===== src/hdl/rzh_pkg.sv =====
// Shared types, codes and defaults for the RGB zone histogram.
`default_nettype none

package rzh_pkg;

    localparam int BIN_COUNT_DEF   = 256;
    localparam int COUNT_WIDTH_DEF = 32;
    localparam int COORD_WIDTH_DEF = 12;

    localparam int CFG_DATA_W = 13;
    localparam int CFG_IDX_W  = 3;
    localparam int FUNC_W     = 2;
    localparam int COMP_W     = 8;
    localparam int OUT_W      = 32;

    localparam logic [FUNC_W-1:0] FUNC_ACCUM = 2'd0;
    localparam logic [FUNC_W-1:0] FUNC_READ  = 2'd1;
    localparam logic [FUNC_W-1:0] FUNC_CLEAR = 2'd2;

    localparam logic [CFG_IDX_W-1:0] REG_ZONE_MIN_X   = 3'd0;
    localparam logic [CFG_IDX_W-1:0] REG_ZONE_MIN_Y   = 3'd1;
    localparam logic [CFG_IDX_W-1:0] REG_ZONE_MAX_X   = 3'd2;
    localparam logic [CFG_IDX_W-1:0] REG_ZONE_MAX_Y   = 3'd3;
    localparam logic [CFG_IDX_W-1:0] REG_FRAME_WIDTH  = 3'd4;
    localparam logic [CFG_IDX_W-1:0] REG_FRAME_HEIGHT = 3'd5;

    localparam logic [CFG_DATA_W-1:0] FRAME_SIZE_RST = 13'd4096;

    typedef enum logic [1:0] {
        ST_CLEAR,
        ST_IDLE,
        ST_ACC,
        ST_READ
    } state_t;

    // Per-lane memory control.
    typedef struct packed {
        logic rd_en;
        logic wr_en;
        logic wr_clear;
    } lane_ctl_t;

    // Control toward the merging stage.
    typedef struct packed {
        logic inc_total;
        logic clr_total;
        logic load_out;
        logic oob;
    } merge_ctl_t;

endpackage

`default_nettype wire


===== src/hdl/rzh_if.sv =====
// Valid/ready channel interfaces for pixel commands and bin read results.
`default_nettype none


interface rzh_out_if;
    logic        valid;
    logic        ready;
    logic [31:0] red_count;
    logic [31:0] green_count;
    logic [31:0] blue_count;
    logic [31:0] sample_total;

    modport source (
        output valid, red_count, green_count, blue_count, sample_total,
        input  ready
    );
    modport sink (
        input  valid, red_count, green_count, blue_count, sample_total,
        output ready
    );
endinterface

`default_nettype wire


===== src/hdl/rzh_merge.sv =====
// Merging stage: sample total, 32-bit clamping and the result register.
`default_nettype none

module rzh_merge #(
    parameter int COUNT_WIDTH = 32
) (
    input  wire logic                   clk,
    input  wire logic                   rst_n,
    input  wire rzh_pkg::merge_ctl_t    ctl,
    input  wire logic [COUNT_WIDTH-1:0] red_data,
    input  wire logic [COUNT_WIDTH-1:0] green_data,
    input  wire logic [COUNT_WIDTH-1:0] blue_data,
    output logic                        slot_free,
    rzh_out_if.source                   out_ch
);
    import rzh_pkg::*;

    logic [COUNT_WIDTH-1:0]        total_reg;
    logic [COUNT_WIDTH-1:0]        total_next;
    logic                          out_valid_reg;
    logic                          out_valid_next;
    logic [3:0][COUNT_WIDTH-1:0]   raw;
    logic [3:0][OUT_W-1:0]         clamped;
    logic [OUT_W-1:0]              red_reg;
    logic [OUT_W-1:0]              green_reg;
    logic [OUT_W-1:0]              blue_reg;
    logic [OUT_W-1:0]              sum_reg;

    assign raw[0] = red_data;
    assign raw[1] = green_data;
    assign raw[2] = blue_data;
    assign raw[3] = total_reg;

    // Counts wider than the result fields read as all ones once they overflow them.
    for (genvar i = 0; i < 4; i++)
    begin : g_clamp
        if (COUNT_WIDTH > OUT_W)
        begin : g_wide
            assign clamped[i] = (|raw[i][COUNT_WIDTH-1:OUT_W]) ? '1 : raw[i][OUT_W-1:0];
        end
        else
        begin : g_narrow
            assign clamped[i] = OUT_W'(raw[i]);
        end
    end

    assign slot_free = !out_valid_reg || out_ch.ready;

    always_comb
    begin
        total_next = total_reg;
        if (ctl.clr_total)
        begin
            total_next = '0;
        end
        else if (ctl.inc_total && !(&total_reg))
        begin
            total_next = COUNT_WIDTH'(total_reg + 1'b1);
        end
    end

    always_comb
    begin
        out_valid_next = out_valid_reg;
        if (ctl.load_out)
        begin
            out_valid_next = 1'b1;
        end
        else if (out_ch.ready)
        begin
            out_valid_next = 1'b0;
        end
    end

    always_ff @(posedge clk or negedge rst_n)
    begin
        if (!rst_n)
        begin
            total_reg     <= '0;
            out_valid_reg <= 1'b0;
        end
        else
        begin
            total_reg     <= total_next;
            out_valid_reg <= out_valid_next;
        end
    end

    always_ff @(posedge clk)
    begin
        if (ctl.load_out)
        begin
            red_reg   <= ctl.oob ? '0 : clamped[0];
            green_reg <= ctl.oob ? '0 : clamped[1];
            blue_reg  <= ctl.oob ? '0 : clamped[2];
            sum_reg   <= clamped[3];
        end
    end

    assign out_ch.valid        = out_valid_reg;
    assign out_ch.red_count    = red_reg;
    assign out_ch.green_count  = green_reg;
    assign out_ch.blue_count   = blue_reg;
    assign out_ch.sample_total = sum_reg;

endmodule

`default_nettype wire


===== src/flat_wrapper.sv =====
// flat-port wrapper written by rule: the top's interface ports become plain ports
module rzh_merge_flat import rzh_pkg::*;
#(
    parameter int COUNT_WIDTH = 32
)
  (clk, rst_n, ctl, red_data, green_data, blue_data, slot_free, out_ch_valid, out_ch_red_count, out_ch_green_count, out_ch_blue_count, out_ch_sample_total, out_ch_ready);
  rzh_out_if out_ch_i ();
  input  wire logic clk;
  input  wire logic rst_n;
  input  wire rzh_pkg::merge_ctl_t ctl;
  input  wire logic [COUNT_WIDTH-1:0] red_data;
  input  wire logic [COUNT_WIDTH-1:0] green_data;
  input  wire logic [COUNT_WIDTH-1:0] blue_data;
  output logic slot_free;
  output wire logic [$bits(out_ch_i.valid)-1:0] out_ch_valid;
  output wire logic [$bits(out_ch_i.red_count)-1:0] out_ch_red_count;
  output wire logic [$bits(out_ch_i.green_count)-1:0] out_ch_green_count;
  output wire logic [$bits(out_ch_i.blue_count)-1:0] out_ch_blue_count;
  output wire logic [$bits(out_ch_i.sample_total)-1:0] out_ch_sample_total;
  input wire logic [$bits(out_ch_i.ready)-1:0] out_ch_ready;
  assign out_ch_valid = out_ch_i.valid;
  assign out_ch_red_count = out_ch_i.red_count;
  assign out_ch_green_count = out_ch_i.green_count;
  assign out_ch_blue_count = out_ch_i.blue_count;
  assign out_ch_sample_total = out_ch_i.sample_total;
  assign out_ch_i.ready = out_ch_ready;
  rzh_merge #(.COUNT_WIDTH(COUNT_WIDTH)) u_core (.clk(clk), .rst_n(rst_n), .ctl(ctl), .red_data(red_data), .green_data(green_data), .blue_data(blue_data), .slot_free(slot_free), .out_ch(out_ch_i));
endmodule

===== config.mk =====
export PLATFORM = sky130hd
export DESIGN_NAME = rzh_merge_flat
export DESIGN_NICKNAME = d
export VERILOG_FILES = /design/src/hdl/rzh_pkg.sv /design/src/hdl/rzh_if.sv /design/src/hdl/rzh_merge.sv /design/src/flat_wrapper.sv
export SDC_FILE = /design/constraint.sdc
export NUM_CORES = 1
export LEC_CHECK = 0
export BUFFER_PORTS_ARGS = -buffer_cell sky130_fd_sc_hd__buf_2
export CAP_MARGIN = 20
export CORE_MARGIN = 2
export CORE_UTILIZATION = 30
export CTS_BUF_LIST = sky130_fd_sc_hd__clkbuf_2
export CTS_CLUSTER_DIAMETER = 120
export CTS_CLUSTER_SIZE = 28
export DETAILED_ROUTE_END_ITERATION = 10
export PLACE_DENSITY = 0.55
export SLEW_MARGIN = 20
export SYNTH_ARGS = -nofsm -noshare
export SYNTH_HDL_FRONTEND = slang
export SYNTH_SLANG_ARGS = --single-unit

===== constraint.sdc =====
create_clock -name clk -period 2.48 [get_ports clk]
set_input_delay 0.248 -clock clk [delete_from_list [all_inputs] [get_ports clk]]
set_output_delay 0.248 -clock clk [all_outputs]
set_load 0.05 [all_outputs]

==> flow_summary.toml <==
[setup_path]
path_delay_family = "simple AND/OR/NAND/NOR gates"
cpPeakStageDelay_ps = 520
rr_startpoint = "u_core.total_reg[4]"
crit_chain = "nand3_2 > or3b_1 > or3_1 > or4_1 > a21oi_1"
path_buf_inv = 0
crit_slowest_cell = "or4_1"
r2r-end = "u_core.total_reg[23]"
worst-endpoint-required_ps = 3110
ff2ff_setup_slack_ps = 110
worstSetupPathType = "flop to flop"
end_kind = "flop"
crit_path_max_fanout = 8
critPathLaunchType = "flop"
crit_arrival_ps = 3000
r2r_cells = 5

[cts]
clockRootBuffer = "clkbuf_2"
htree_levels = 4
clock_latency_ps = 730
cts_buffers = 17
cts_tree = "done"
path_clk_slew_ps = 270
clock_path_buffers = 2
clock_sinks = 161

[die]
io_pins = 233
row_count = 53
die_area_sq_mm = 0.0223
die_w_microns = 149
core_area_sq_mm = 0.0209
initial_core_util_pct = 30.4
die-height_microns = 149

[min_path]
holdPathStages = 2
worstHoldEndpoint = "u_core.out_ch.sample_total[12]"
hold_class = "primary input to flop"
min-delay-start = "ctl[1]"

[run_status]
status = "completed"

[timing]
final_max_slew_viol_count = 0
finalCritPeriodShare_pct = 95.7
hold_violations = 0
setup_viol = 0
fin_crit_ps = 2370
fmaxAchievable_ghz = 0.422
fin_skew_ps = 42.3
hold_slack_ps = 69.1
worst_pin_slew_ps = 819
setup_ws_ps = 108
rsz0062_at_grt = "no"
maxSlewHeadroom_pct = 45.4
final.setup.tns_ps = 0

[detailed_routing]
via_per_inst = 4.45
vias = 4766
ant_nets = 0
routed_wl_microns = 16400
drt_first_pass_iters = 4
initialDrtViolationCount = 252
wl_per_cell_microns = 15.3
drc = 0

[grt]
grt_max_degree = 130
track_usage_pct = 14.1
grt_pass1_vias = 4769
antenna_found_initial = 1
top_usage_layer = "met2"
gr-usage-met1_pct = 15.9
grt_pass1_wl_microns = 24300
use_met3_pct = 4.28
overflow = 0
use_met2_pct = 25.6

[placed_design]
io_buffers = 232
dp_hpwl_microns = 10800
gp_congestion = 0.769
dpl_worst_slack_ps = 99.6

[logic_synthesis]
yosys-top-cells-area = "edfxtp_1, dfrtp_1, nor2b_1"
yosys.area.top_type_share_pct = 60.6
netlist_area_sq_mm = 0.00634
synth_warnings = 0
ys_seq_area_share_pct = 73.6
yosysTopAreaCell = "edfxtp_1"
synth-seq-cells = 161
yosysUniqueCellTypes = 40
synth_cells = 439
synth_nets = 543
syn_avg_cell_area_sq_um = 14.4

[power_and_ir_drop]
peakVddDrop_uv = 277
power_density_mw_per_mm2 = 626
leakage_nw = 3.72

[finish]
layout_common_cells = "buf_2, edfxtp_1, nor2b_1, dlygate4sd3_1, dfrtp_1"
area_growth_pct = 44.9
final_common_cell = "buf_2"
drive_above_1_share_pct = 36.1
nets = 887
final_core_utilization_pct = 44.0

[flow_run]
drv_cap = 0
Yosys cell counts, drive strengths merged:
cell type  count
o31ai          8
ha             1
nor2          16
o41ai          3
nand2         14
nand4bb        1
or4            8
and3           3
nand3b         1
or4b           3
o21ai         10
o311ai         1
or3b           1
nor4           6
inv            7
nand4          6
and4           4
nand3         11
nor2b        101
nand2b         3
a211oi         1
xor2           4
or3           11
mux2i          2
and2           1
edfxtp       128
or2            2
dfrtp         33
o211ai         2
clkbuf        16
nor3           3
mux2           4
buf            4
xnor2          2
a21oi         18
logic make-up after synthesis:
group	count (synthesis)	share of synthesized area, %
AO/OA/AOI/OAI	43	4.14
multiplexers	6	1.03
buffers and inverters	27	1.70
adder cells (fa/ha/maj)	1	0.197
flip-flops	161	73.6
AND/OR/NAND/NOR	195	18.5
XOR/XNOR	6	0.829
cell type report:
cell class | instances | area (sq um)
fill | 1913 | 11700
tap | 275 | 344
antenna | 1 | 2.50
clock inverter | 15 | 193
sequential | 161 | 4670
multi-input combinational | 251 | 1570
clock buffer | 17 | 85.1
inverter | 7 | 26.3
timing repair buffer | 345 | 2290
where the power goes:
group / switching, mW / total (mW) / internal [mW]
sequential: 0.0413 / 3.12 / 3.08
combinational: 0.731 / 1.04 / 0.308
clock: 1.00 / 1.60 / 0.593
metrics by stage:
step	total power, mW	instance area (sq um)	cells
after floorplan	3.79	6340	439
after global placement	4.09	7870	936
after detailed placement	4.09	7870	936
after CTS	5.84	9150	1068
after global routing	5.99	9190	1072
final	5.75	9190	1072
worst register-to-register path, delay by kind of cell (launching register included):
family / cells / cell delay (ps)
and+or+nand+nor: 4 / 1600
DFF: 1 / 500
AOI/OAI and AO/OA: 1 / 190
worst max-delay path by stage:
stage / startpoint / to / slack [ps] / cells after the start
CTS: u_core.total_reg[9] / u_core.total_reg[23] / 40 / 5
finish: u_core.total_reg[4] / u_core.total_reg[23] / 110 / 5
floorplan: u_core.total_reg[0] / u_core.total_reg[1] / 250 / 7
detailed placement: u_core.total_reg[0] / u_core.total_reg[27] / 100 / 7
global route: u_core.total_reg[4] / u_core.total_reg[23] / 10 / 5
global placement: u_core.total_reg[0] / u_core.total_reg[25] / 200 / 7
layer usage:
layer,wire length [microns],vias up
met2,8330,178
met3,1200,22
li1,-,2286
met5,0,-
met4,266,0
met1,6590,2280
timing repair:
action | 4_1_cts | 5_1_grt
setup buffers | 0 | 2
setup endpoints to repair | 0 | 11
resized for setup | 0 | 3
hold buffers | 100 | 1
hold endpoints to repair | 147 | 2
No activity file was read; power rests on OpenSTA's default activity.
